### src/design/dtb_pkg.sv
// ----------------------------------------------------------------------------
// dtb_pkg
// Shared types and character constants of the decimal to binary text rewriter.
// ----------------------------------------------------------------------------
package dtb_pkg;

   localparam logic [7:0] CHAR_ZERO    = 8'h30;
   localparam logic [7:0] CHAR_ONE     = 8'h31;
   localparam logic [7:0] CHAR_NINE    = 8'h39;
   localparam logic [7:0] CHAR_B       = 8'h62;
   localparam logic [7:0] CHAR_DOT     = 8'h2e;
   localparam logic [7:0] CHAR_NEWLINE = 8'h0a;

   // what one accepted item asks the emitter to write
   typedef struct packed {
      logic num;
      logic chr;
      logic eos;
   } cmd_type;

   typedef enum logic [6:0] {
      ST_IDLE    = 7'b0000001,
      ST_PFX0    = 7'b0000010,
      ST_PFXB    = 7'b0000100,
      ST_BITS    = 7'b0001000,
      ST_CHAR    = 7'b0010000,
      ST_DOT     = 7'b0100000,
      ST_NEWLINE = 7'b1000000
   } state_type;

endpackage

### src/design/dtb_accum.sv
// ----------------------------------------------------------------------------
// dtb_accum
// Decimal digit accumulator: value times ten plus digit, saturating.
// ----------------------------------------------------------------------------
module dtb_accum #(
   parameter int VALUE_BITS = 31
) (
   input  logic                  clock,
   input  logic                  reset,
   input  logic                  accept,
   input  logic                  is_digit,
   input  logic [3:0]            digit,
   input  logic                  eos,
   output logic                  pending,
   output logic [VALUE_BITS-1:0] number
);

   logic [VALUE_BITS-1:0] value_ff, value_in;
   logic                  pending_ff, pending_in;
   logic [VALUE_BITS+3:0] wide;
   logic [VALUE_BITS-1:0] sat_val;

   assign wide = ({4'b0, value_ff} << 3) + ({4'b0, value_ff} << 1)
               + {{VALUE_BITS{1'b0}}, digit};
   assign sat_val = (|wide[VALUE_BITS+3:VALUE_BITS]) ? {VALUE_BITS{1'b1}}
                                                     : wide[VALUE_BITS-1:0];
   assign number  = is_digit ? sat_val : value_ff;
   assign pending = pending_ff;

   always_comb begin
      value_in   = value_ff;
      pending_in = pending_ff;
      if (accept) begin
         if (is_digit && !eos) begin
            value_in   = sat_val;
            pending_in = 1'b1;
         end else begin
            value_in   = '0;
            pending_in = 1'b0;
         end
      end
   end

   always_ff @(posedge clock) begin
      if (reset) begin
         value_ff   <= '0;
         pending_ff <= 1'b0;
      end else begin
         value_ff   <= value_in;
         pending_ff <= pending_in;
      end
   end

endmodule

### src/design/dtb_emit.sv
// ----------------------------------------------------------------------------
// dtb_emit
// Character sequencer: prefix, binary digits from a shift register, the
// passed character and the sentence tail, into an output register.
// ----------------------------------------------------------------------------
module dtb_emit #(
   parameter int VALUE_BITS = 31
) (
   input  logic                  clock,
   input  logic                  reset,
   input  logic                  start,
   input  dtb_pkg::cmd_type      cmd,
   input  logic [7:0]            char_code,
   input  logic [VALUE_BITS-1:0] number,
   output logic                  idle,
   output logic                  rsp_valid,
   input  logic                  rsp_ready,
   output logic [7:0]            rsp_out_char,
   output logic                  rsp_last_of_run
);

   localparam int CNT_W = $clog2(VALUE_BITS);

   dtb_pkg::state_type    state_ff, state_in;
   logic [VALUE_BITS-1:0] shift_ff, shift_in;
   logic [CNT_W-1:0]      cnt_ff, cnt_in;
   logic                  seen_ff, seen_in;
   logic                  chr_ff, chr_in;
   logic                  eos_ff, eos_in;
   logic [7:0]            char_ff, char_in;
   logic                  valid_ff, valid_in;
   logic [7:0]            out_ff, out_in;
   logic                  last_ff, last_in;

   logic adv;
   logic bit_one;
   logic final_bit;
   logic show;

   assign adv       = !valid_ff || rsp_ready;
   assign bit_one   = shift_ff[VALUE_BITS-1];
   assign final_bit = (cnt_ff == CNT_W'(VALUE_BITS - 1));
   assign show      = bit_one || seen_ff || final_bit;

   assign idle            = (state_ff == dtb_pkg::ST_IDLE);
   assign rsp_valid       = valid_ff;
   assign rsp_out_char    = out_ff;
   assign rsp_last_of_run = last_ff;

   always_comb begin
      state_in = state_ff;
      shift_in = shift_ff;
      cnt_in   = cnt_ff;
      seen_in  = seen_ff;
      chr_in   = chr_ff;
      eos_in   = eos_ff;
      char_in  = char_ff;
      valid_in = valid_ff && !rsp_ready;
      out_in   = out_ff;
      last_in  = last_ff;
      case (state_ff)
         dtb_pkg::ST_IDLE: begin
            if (start) begin
               shift_in = number;
               cnt_in   = '0;
               seen_in  = 1'b0;
               chr_in   = cmd.chr;
               eos_in   = cmd.eos;
               char_in  = char_code;
               if (cmd.num)
                  state_in = dtb_pkg::ST_PFX0;
               else if (cmd.chr)
                  state_in = dtb_pkg::ST_CHAR;
               else if (cmd.eos)
                  state_in = dtb_pkg::ST_DOT;
               else
                  state_in = dtb_pkg::ST_IDLE;
            end
         end
         dtb_pkg::ST_PFX0: begin
            if (adv) begin
               valid_in = 1'b1;
               out_in   = dtb_pkg::CHAR_ZERO;
               last_in  = 1'b0;
               state_in = dtb_pkg::ST_PFXB;
            end
         end
         dtb_pkg::ST_PFXB: begin
            if (adv) begin
               valid_in = 1'b1;
               out_in   = dtb_pkg::CHAR_B;
               last_in  = 1'b0;
               state_in = dtb_pkg::ST_BITS;
            end
         end
         dtb_pkg::ST_BITS: begin
            if (!show || adv) begin
               if (show) begin
                  valid_in = 1'b1;
                  out_in   = bit_one ? dtb_pkg::CHAR_ONE : dtb_pkg::CHAR_ZERO;
                  last_in  = final_bit && !chr_ff && !eos_ff;
               end
               shift_in = shift_ff << 1;
               cnt_in   = cnt_ff + CNT_W'(1);
               seen_in  = seen_ff || bit_one;
               if (final_bit) begin
                  if (chr_ff)
                     state_in = dtb_pkg::ST_CHAR;
                  else if (eos_ff)
                     state_in = dtb_pkg::ST_DOT;
                  else
                     state_in = dtb_pkg::ST_IDLE;
               end
            end
         end
         dtb_pkg::ST_CHAR: begin
            if (adv) begin
               valid_in = 1'b1;
               out_in   = char_ff;
               last_in  = !eos_ff;
               state_in = eos_ff ? dtb_pkg::ST_DOT : dtb_pkg::ST_IDLE;
            end
         end
         dtb_pkg::ST_DOT: begin
            if (adv) begin
               valid_in = 1'b1;
               out_in   = dtb_pkg::CHAR_DOT;
               last_in  = 1'b0;
               state_in = dtb_pkg::ST_NEWLINE;
            end
         end
         dtb_pkg::ST_NEWLINE: begin
            if (adv) begin
               valid_in = 1'b1;
               out_in   = dtb_pkg::CHAR_NEWLINE;
               last_in  = 1'b1;
               state_in = dtb_pkg::ST_IDLE;
            end
         end
         default: begin
            state_in = dtb_pkg::ST_IDLE;
         end
      endcase
   end

   always_ff @(posedge clock) begin
      if (reset) begin
         state_ff <= dtb_pkg::ST_IDLE;
         valid_ff <= 1'b0;
      end else begin
         state_ff <= state_in;
         valid_ff <= valid_in;
      end
   end

   always_ff @(posedge clock) begin
      shift_ff <= shift_in;
      cnt_ff   <= cnt_in;
      seen_ff  <= seen_in;
      chr_ff   <= chr_in;
      eos_ff   <= eos_in;
      char_ff  <= char_in;
      out_ff   <= out_in;
      last_ff  <= last_in;
   end

endmodule

### src/design/decimal_to_binary_text_rewriter.sv
// ----------------------------------------------------------------------------
// decimal_to_binary_text_rewriter
// Rewrites decimal digit runs of a sentence as 0b-prefixed binary text and
// closes each sentence with a period and newline.
//
//   channel  dir  handshake             payload
//   req_     in   req_valid/req_ready   req_char_code, req_end_of_sentence
//   rsp_     out  rsp_valid/rsp_ready   rsp_out_char, rsp_last_of_run
//
// a digit item that does not end the sentence only updates the accumulator
// other items keep the sequencer busy until their last character is registered; a number scans
// all VALUE_BITS positions of its shift register, one bit per cycle unless rsp_ready stalls
// req_ready is high only while the sequencer is idle
// reset clears the accumulator, the sequencer state and the output valid flag
// a stalled rsp_ready holds the current character and pauses the sequence
// ----------------------------------------------------------------------------
module decimal_to_binary_text_rewriter #(
   parameter int VALUE_BITS = 31
) (
   input  logic       clock,
   input  logic       reset,
   input  logic       req_valid,
   output logic       req_ready,
   input  logic [7:0] req_char_code,
   input  logic       req_end_of_sentence,
   output logic       rsp_valid,
   input  logic       rsp_ready,
   output logic [7:0] rsp_out_char,
   output logic       rsp_last_of_run
);

   logic                  accept;
   logic                  is_digit;
   logic                  pending;
   logic                  idle;
   logic [VALUE_BITS-1:0] number;
   dtb_pkg::cmd_type      cmd;

   assign req_ready = idle;
   assign accept    = req_valid && idle;
   assign is_digit  = (req_char_code >= dtb_pkg::CHAR_ZERO)
                   && (req_char_code <= dtb_pkg::CHAR_NINE);

   assign cmd.num = is_digit ? req_end_of_sentence : pending;
   assign cmd.chr = !is_digit;
   assign cmd.eos = req_end_of_sentence;

   dtb_accum #(
      .VALUE_BITS(VALUE_BITS)
   ) u_accum (
      .clock    (clock),
      .reset    (reset),
      .accept   (accept),
      .is_digit (is_digit),
      .digit    (req_char_code[3:0]),
      .eos      (req_end_of_sentence),
      .pending  (pending),
      .number   (number)
   );

   dtb_emit #(
      .VALUE_BITS(VALUE_BITS)
   ) u_emit (
      .clock           (clock),
      .reset           (reset),
      .start           (accept),
      .cmd             (cmd),
      .char_code       (req_char_code),
      .number          (number),
      .idle            (idle),
      .rsp_valid       (rsp_valid),
      .rsp_ready       (rsp_ready),
      .rsp_out_char    (rsp_out_char),
      .rsp_last_of_run (rsp_last_of_run)
   );

endmodule

### config.mk
export PLATFORM = sky130hd
export DESIGN_NAME = decimal_to_binary_text_rewriter
export DESIGN_NICKNAME = d
export VERILOG_FILES = /design/src/design/dtb_pkg.sv /design/src/design/dtb_accum.sv /design/src/design/dtb_emit.sv /design/src/design/decimal_to_binary_text_rewriter.sv
export SDC_FILE = /design/constraint.sdc
export NUM_CORES = 1
export LEC_CHECK = 0
export BUFFER_PORTS_ARGS = -buffer_cell sky130_fd_sc_hd__clkbuf_2
export CORE_ASPECT_RATIO = 2
export CORE_MARGIN = 5
export CORE_UTILIZATION = 56
export DETAILED_ROUTE_END_ITERATION = 10
export PLACE_DENSITY = 0.73
export SKIP_CTS_REPAIR_TIMING = 1
export SLEW_MARGIN = 30
export SYNTH_ARGS = -nofsm -noshare
export SYNTH_HDL_FRONTEND = slang
export SYNTH_HIERARCHICAL = 1
export SYNTH_SLANG_ARGS = --single-unit
### constraint.sdc
create_clock -name clock -period 6.01 [get_ports clock]
set_input_delay 0.3005 -clock clock [delete_from_list [all_inputs] [get_ports clock]]
set_output_delay 0.3005 -clock clock [all_outputs]
set_load 0.02 [all_outputs]
Yosys cells after proc, flatten, opt, wreduce, memory -nomap -nowiden
Index checks and enable logic that the tools add are counted.
{"block": "classes", "add_sub_neg": 3, "order_cmp": 2, "n_reduce_logical": 28, "eq_ne": 18, "muxes": 47}
{"op": "$mux W31", "count": 5}
{"op": "$mux W7", "count": 11}
{"op": "$pmux W31 S2", "count": 1}
{"op": "$mux W8", "count": 7}
{"op": "$pmux W7 S7", "count": 1}
{"op": "$pmux W8 S6", "count": 1}
{"op": "$add A34 B32 Y35", "count": 1}
{"op": "$add A35 B4 Y35", "count": 1}
{"op": "$ne A2 B1 Y1 const B", "count": 9}
{"op": "$reduce_and A8 Y1", "count": 2}
{"op": "$mux W1", "count": 13}
{"op": "$mux W6", "count": 2}
{"op": "$mux W5", "count": 2}
{"op": "$pmux W5 S2", "count": 1}
{"op": "$ge A8 B6 Y1 const B", "count": 1}
{"op": "$le A8 B6 Y1 const B", "count": 1}
{"op": "$eq A7 B1 Y1 const B", "count": 1}
{"op": "$eq A7 B2 Y1 const B", "count": 1}
{"op": "$eq A7 B3 Y1 const B", "count": 1}
{"op": "$eq A7 B4 Y1 const B", "count": 1}
{"op": "$eq A7 B5 Y1 const B", "count": 1}
{"op": "$eq A7 B6 Y1 const B", "count": 1}
{"op": "$eq A7 B7 Y1 const B", "count": 1}
{"op": "$logic_not A1 Y1", "count": 7}
{"op": "other kinds (16)", "count": 25}
{"block": "totals", "reg_bits": 96, "output_inout_bits": 11, "in_bits": 13, "elab_cells": 110}

Depth between registers and ports, before layout
{"block": "depth", "word_depth": 7, "mapped_depth": 14}

Cells and area by module
The synthesis kept the hierarchy.
{"module": "dtb_accum", "instances": 1, "seq_area_each_um2": 640.6, "cells_per_inst": 411, "area_per_inst_um2": 3627.2}
{"module": "dtb_emit", "instances": 1, "seq_area_each_um2": 1841.8, "cells_per_inst": 296, "area_per_inst_um2": 3032.9}
{"module": "decimal_to_binary_text_rewriter", "instances": 1, "seq_area_each_um2": 0.0, "cells_per_inst": 6, "area_per_inst_um2": 46.3}

Worst setup path before layout
No wires, ideal clock.
{"block": "synth_path", "path_type": "register to register", "startpoint": "register u_accum.value_ff[0]", "endpoint": "register u_emit.shift_ff[0] (data pin)", "stages_incl_launch_ff": 13, "t_required_ps": 5755, "path_buffers": 1, "setup_slack_ps": 2597, "arrival_time_ps": 3158, "setup_time_ps": 255, "path_cell_list": "dfxtp_1 > fa_1 > fa_1 > a211oi_2 > o21ai_1 > a32oi_1 > nand4_1 > a21oi_1 > mux2i_1 > nand4_2 > buf_4 > o22a_1 > and2_1"}
{"block": "synth_between", "elab_chain_cells": 7}
{"item": "start: declaration", "line": "dtb_accum.sv:18", "source": "logic [VALUE_BITS-1:0] value_ff, value_in;"}
{"item": "start signal: assignment", "line": "dtb_accum.sv:49", "source": "value_ff <= value_in;"}
{"item": "$add A34 B32 Y35", "line": "dtb_accum.sv:23", "source": "assign wide = ({4'b0, value_ff} << 3) + ({4'b0, value_ff} << 1)"}
{"item": "$add A35 B4 Y35", "line": "dtb_accum.sv:24", "source": "+ {{VALUE_BITS{1'b0}}, digit};"}
{"item": "$reduce_or A4 Y1", "line": "dtb_accum.sv:25", "source": "assign sat_val = (|wide[VALUE_BITS+3:VALUE_BITS]) ? {VALUE_BITS{1'b1}}"}
{"item": "$mux W31", "line": "dtb_accum.sv:25"}
{"item": "$mux W31 *", "line": "dtb_accum.sv:27", "source": "assign number = is_digit ? sat_val : value_ff;"}
{"item": "named net number[0]", "line": "decimal_to_binary_text_rewriter.sv:36", "source": "logic [VALUE_BITS-1:0] number;"}
{"item": "$mux W31 *", "line": "dtb_emit.sv:63", "source": "if (start) begin"}
{"item": "$pmux W31 S2 *", "line": "dtb_emit.sv:61", "source": "case (state_ff)"}
{"item": "end signal: assignment", "line": "dtb_emit.sv:157", "source": "shift_ff <= shift_in;"}
{"item": "end: declaration", "line": "dtb_emit.sv:25", "source": "logic [VALUE_BITS-1:0] shift_ff, shift_in;"}
The timed path passes the listed nets; every way through them passes the cells marked *. The select of a mux whose other input is x is not followed.
A chain may end at the register's enable or synchronous reset.

Worst setup path in the final report
{"block": "layout_path", "startpoint": "register u_accum.value_ff[2]", "endpoint": "register u_emit.shift_ff[12] (data pin)"}
{"block": "layout_between", "elab_chain_cells": 7}
{"item": "$add A34 B32 Y35 *", "line": "dtb_accum.sv:23"}
{"item": "$add A35 B4 Y35 *", "line": "dtb_accum.sv:24"}
{"item": "$reduce_or A4 Y1", "line": "dtb_accum.sv:25"}
{"item": "$mux W31 *", "line": "dtb_accum.sv:25"}
{"item": "$mux W31 *", "line": "dtb_accum.sv:27"}
{"item": "named net number[12]", "line": "decimal_to_binary_text_rewriter.sv:36"}
{"item": "$mux W31 *", "line": "dtb_emit.sv:63"}
{"item": "$pmux W31 S2 *", "line": "dtb_emit.sv:61"}
{"item": "named net u_emit.shift_in[12]", "line": "dtb_emit.sv:25"}
Marked as above.

==> flow_summary.toml <==
[logic_synthesis]
syn-instance-count = 713
ys_seq_elements = 96
synth-async-reset-ratio_pct = 0
ys_seq_area_share_pct = 37.0
synth_cell_type_count = 79
syn_nets = 791
syn_area_sq_um = 6710
synthFlopType = "edfxtp_1"
ys.warnings.count = 6
avgSynthCellArea_sq_um = 9.41
synth_edf_count = 56

[critical_path]
path_class = "flip-flop to flip-flop"
crit_path_cell_trace = "fa_1, fa_1, a211oi_2, o21ai_1, a32oi_1, nand4_1, a21oi_1, mux2i_1, nand4_2, o22a_1, nand2_1, nand2_1"
critPathLaunchType = "flip-flop"
cpMaxStageDelayCell = "nand4_2"
cp_slowest_stage_delay_ps = 750
worstPathArrival_ps = 4570
cp.buffers_inverters = 0
path_max_fanout = 31
critPathTopFamily = "compound AO/OA/AOI/OAI gates"
required_ps = 6100
cp-end-kind = "flip-flop"

[global_routing]
gr-total-overflow = 0
grt_pass1_vias = 5655
track_usage_pct = 23.7
antenna_found_initial = 0
grt_pass1_wl_mm = 27.2
grt_max_degree = 38

[power]
power_leakage_nw = 3.09
p_sw_w = 0.000533
pwr_density_cell_nw_per_um2 = 251
netSwitchingFraction_pct = 29.8
irDropWorstVdd_mv = 0.195
p_comb_share_pct = 17.8
seq_power_share_pct = 50.2
power_frac_clock_pct = 32.0
intPower_w = 0.00126

[detailed_routing]
totalWireLength_mm = 16.6
post-route-drc-count = 0
vias_per_cell = 6.43
ant_nets = 0
vias = 5526
post_drt_wl_per_cell_microns = 19.3
drt-pass1-iter-count = 5
drt_iter0_markers = 342

[sta]
relSlewSlack_pct = 30.8
hold_viol = 0
holdWs_ps = 154
finalClockSkew_ps = 9.10
worst_pin_slew_ps = 1020
finalSetupViolations = 0
period_needed_ps = 4480
fmax_mhz = 223
final.setup.tns_ps = 0
slew_violations = 0
rsz0062_at_grt = "no"
period_share_pct = 74.5

[placement]
dp_cells = 843
postPlaceCellArea_sq_um = 6830
dpl.hpwl_mm = 12.6
gp_congestion = 0.986
portBuffers = 23

[cells_and_area]
layout.nets = 787
fin_cells = 859
area_growth_pct = 6.47
multi_input_area_sq_um = 3950
seq_area_sq_um = 2480
diodes = 0
drive_above_1_share_pct = 11.5
fill_cells = 1002
stdcell_area_sq_um = 7140

[die]
die_y_microns = 165
start_util_pct = 57.0
num_rows = 56
io_pins = 24
die_area_sq_um = 14400
die_x_microns = 87.4
core_area_sq_um = 11800

[clocking]
clkSinkCount = 96
cts_tree = "built"
htreeDepth = 3
clk_path_buf_depth = 2
numCtsBuffers = 9
ctsRootBufferMaster = "clkbuf_16"
clkTransAtPathRegs_ps = 70
clk_latency_ps = 340

[job]
maxCapViolations = 0

[run_status]
status = "finished, final reports clean"

[hold_path]
min_path_type = "primary input to flip-flop"
-- power by group through the flow --
stage	Clock (W)	Combinational (W)	Sequential [W]
2_1_floorplan	0	0.000232	0.000893
3_3_place_gp	0	0.000303	0.000906
3_5_place_dp	0	0.000318	0.000913
4_1_cts	0.000583	0.000319	0.000899
5_1_grt	0.000611	0.000347	0.000909
6_report	0.000573	0.000319	0.000898
-- layout make-up --
| type | count | area share, % |
|---|---|---|
| sequential | 96 | 34.8 |
| multi-input combinational | 556 | 55.3 |
| inverter | 18 | 0.946 |
| tap | 145 | 2.54 |
| clock buffer | 10 | 3.50 |
| clock inverter | 6 | 0.806 |
| timing repair buffer | 28 | 2.14 |
-- sequential cells by signal, summed over array words and instances (netlist names) --
register                count
u_accum/pending             1
u_accum/value_ff           31
u_emit/char_ff              8
u_emit/chr_ff               1
u_emit/cnt_ff               5
u_emit/eos_ff               1
u_emit/rsp_last_of_run      1
u_emit/rsp_out_char         8
u_emit/rsp_valid            1
u_emit/seen_ff              1
u_emit/shift_ff            31
u_emit/state_ff             7
-- metal layers --
layer	global-route usage, %	vias to the layer above	routed length [microns]
li1	-	2652	-
met1	25.5	2662	6280
met4	12.5	0	693
met3	2.10	38	535
met2	44.3	174	9080
met5	0	-	0
-- final timing paths --
kind	startpoint	cells after the start	slack, ps	end
max reg2reg	u_accum/value_ff[2]$_SDFFE_PP0P_	12	1530	u_emit/shift_ff[12]$_DFFE_PP_
min reg2reg	u_accum/pending$_SDFFE_PP0P_	2	490	u_accum/pending$_SDFFE_PP0P_
max	u_accum/value_ff[2]$_SDFFE_PP0P_	12	1530	u_emit/shift_ff[12]$_DFFE_PP_
min	req_char_code[6]	1	150	u_emit/char_ff[6]$_DFFE_PP_
-- cell usage after synthesis (5+ instances only) --
library cell	n	area, sq um
and2_1	5	31.3
nand2_1	132	495
edfxtp_1	56	1680
dfxtp_1	40	801
a21o_1	11	82.6
clkbuf_1	20	75.1
a211oi_1	6	45.0
buf_2	13	65.1
o21ai_0	20	100
buf_6	5	56.3
xor2_1	16	140
o22a_1	32	280
a21oi_1	46	230
a221o_1	31	310
inv_1	17	63.8
o21ai_1	12	60.1
o21a_1	6	45.0
nor2_1	40	150
ha_1	63	788
a21oi_2	5	43.8
nand4_1	12	75.1
nor3_1	10	50.1
xnor2_1	18	158
nand3_1	9	45.0
-- cell usage in the layout (no fill, tap or decap), types with 18 or more instances in the layout --
| cell type | instances |
|---|---|
| ha_1 | 63 |
| dfxtp_1 | 40 |
| o22a_1 | 32 |
| xnor2_1 | 18 |
| edfxtp_1 | 56 |
| clkbuf_2 | 23 |
| nand2_1 | 132 |
| a221o_1 | 31 |
| a21oi_1 | 46 |
| nor2_1 | 39 |
| o21ai_0 | 20 |
-- metrics by stage --
step | total power, W | util, % | setup slack, ps
6_report | 0.00179 | 60.7 | 1530
5_1_grt | 0.00187 | 60.7 | 1330
4_1_cts | 0.00180 | 60.7 | 1580
3_5_place_dp | 0.00123 | 58.0 | 1550
3_3_place_gp | 0.00121 | 58.0 | 1630
2_1_floorplan | 0.00112 | - | 2600
-- cells by family (layout without fill, tap and decap cells) --
family                     count (synthesis)  in the layout  share of synthesized area (%)
and+or+nand+nor                          243            243                           16.7
AOI/OAI and AO/OA                        208            208                           23.8
DFF                                       96             96                           37.0
adders and majority gates                 65             65                           12.4
buffers and inverters                     61             62                           4.44
xor gates and xnor gates                  35             35                           4.68
muxes                                      5              5                           1.01
Note: power is estimated with default switching activity, not from simulation.
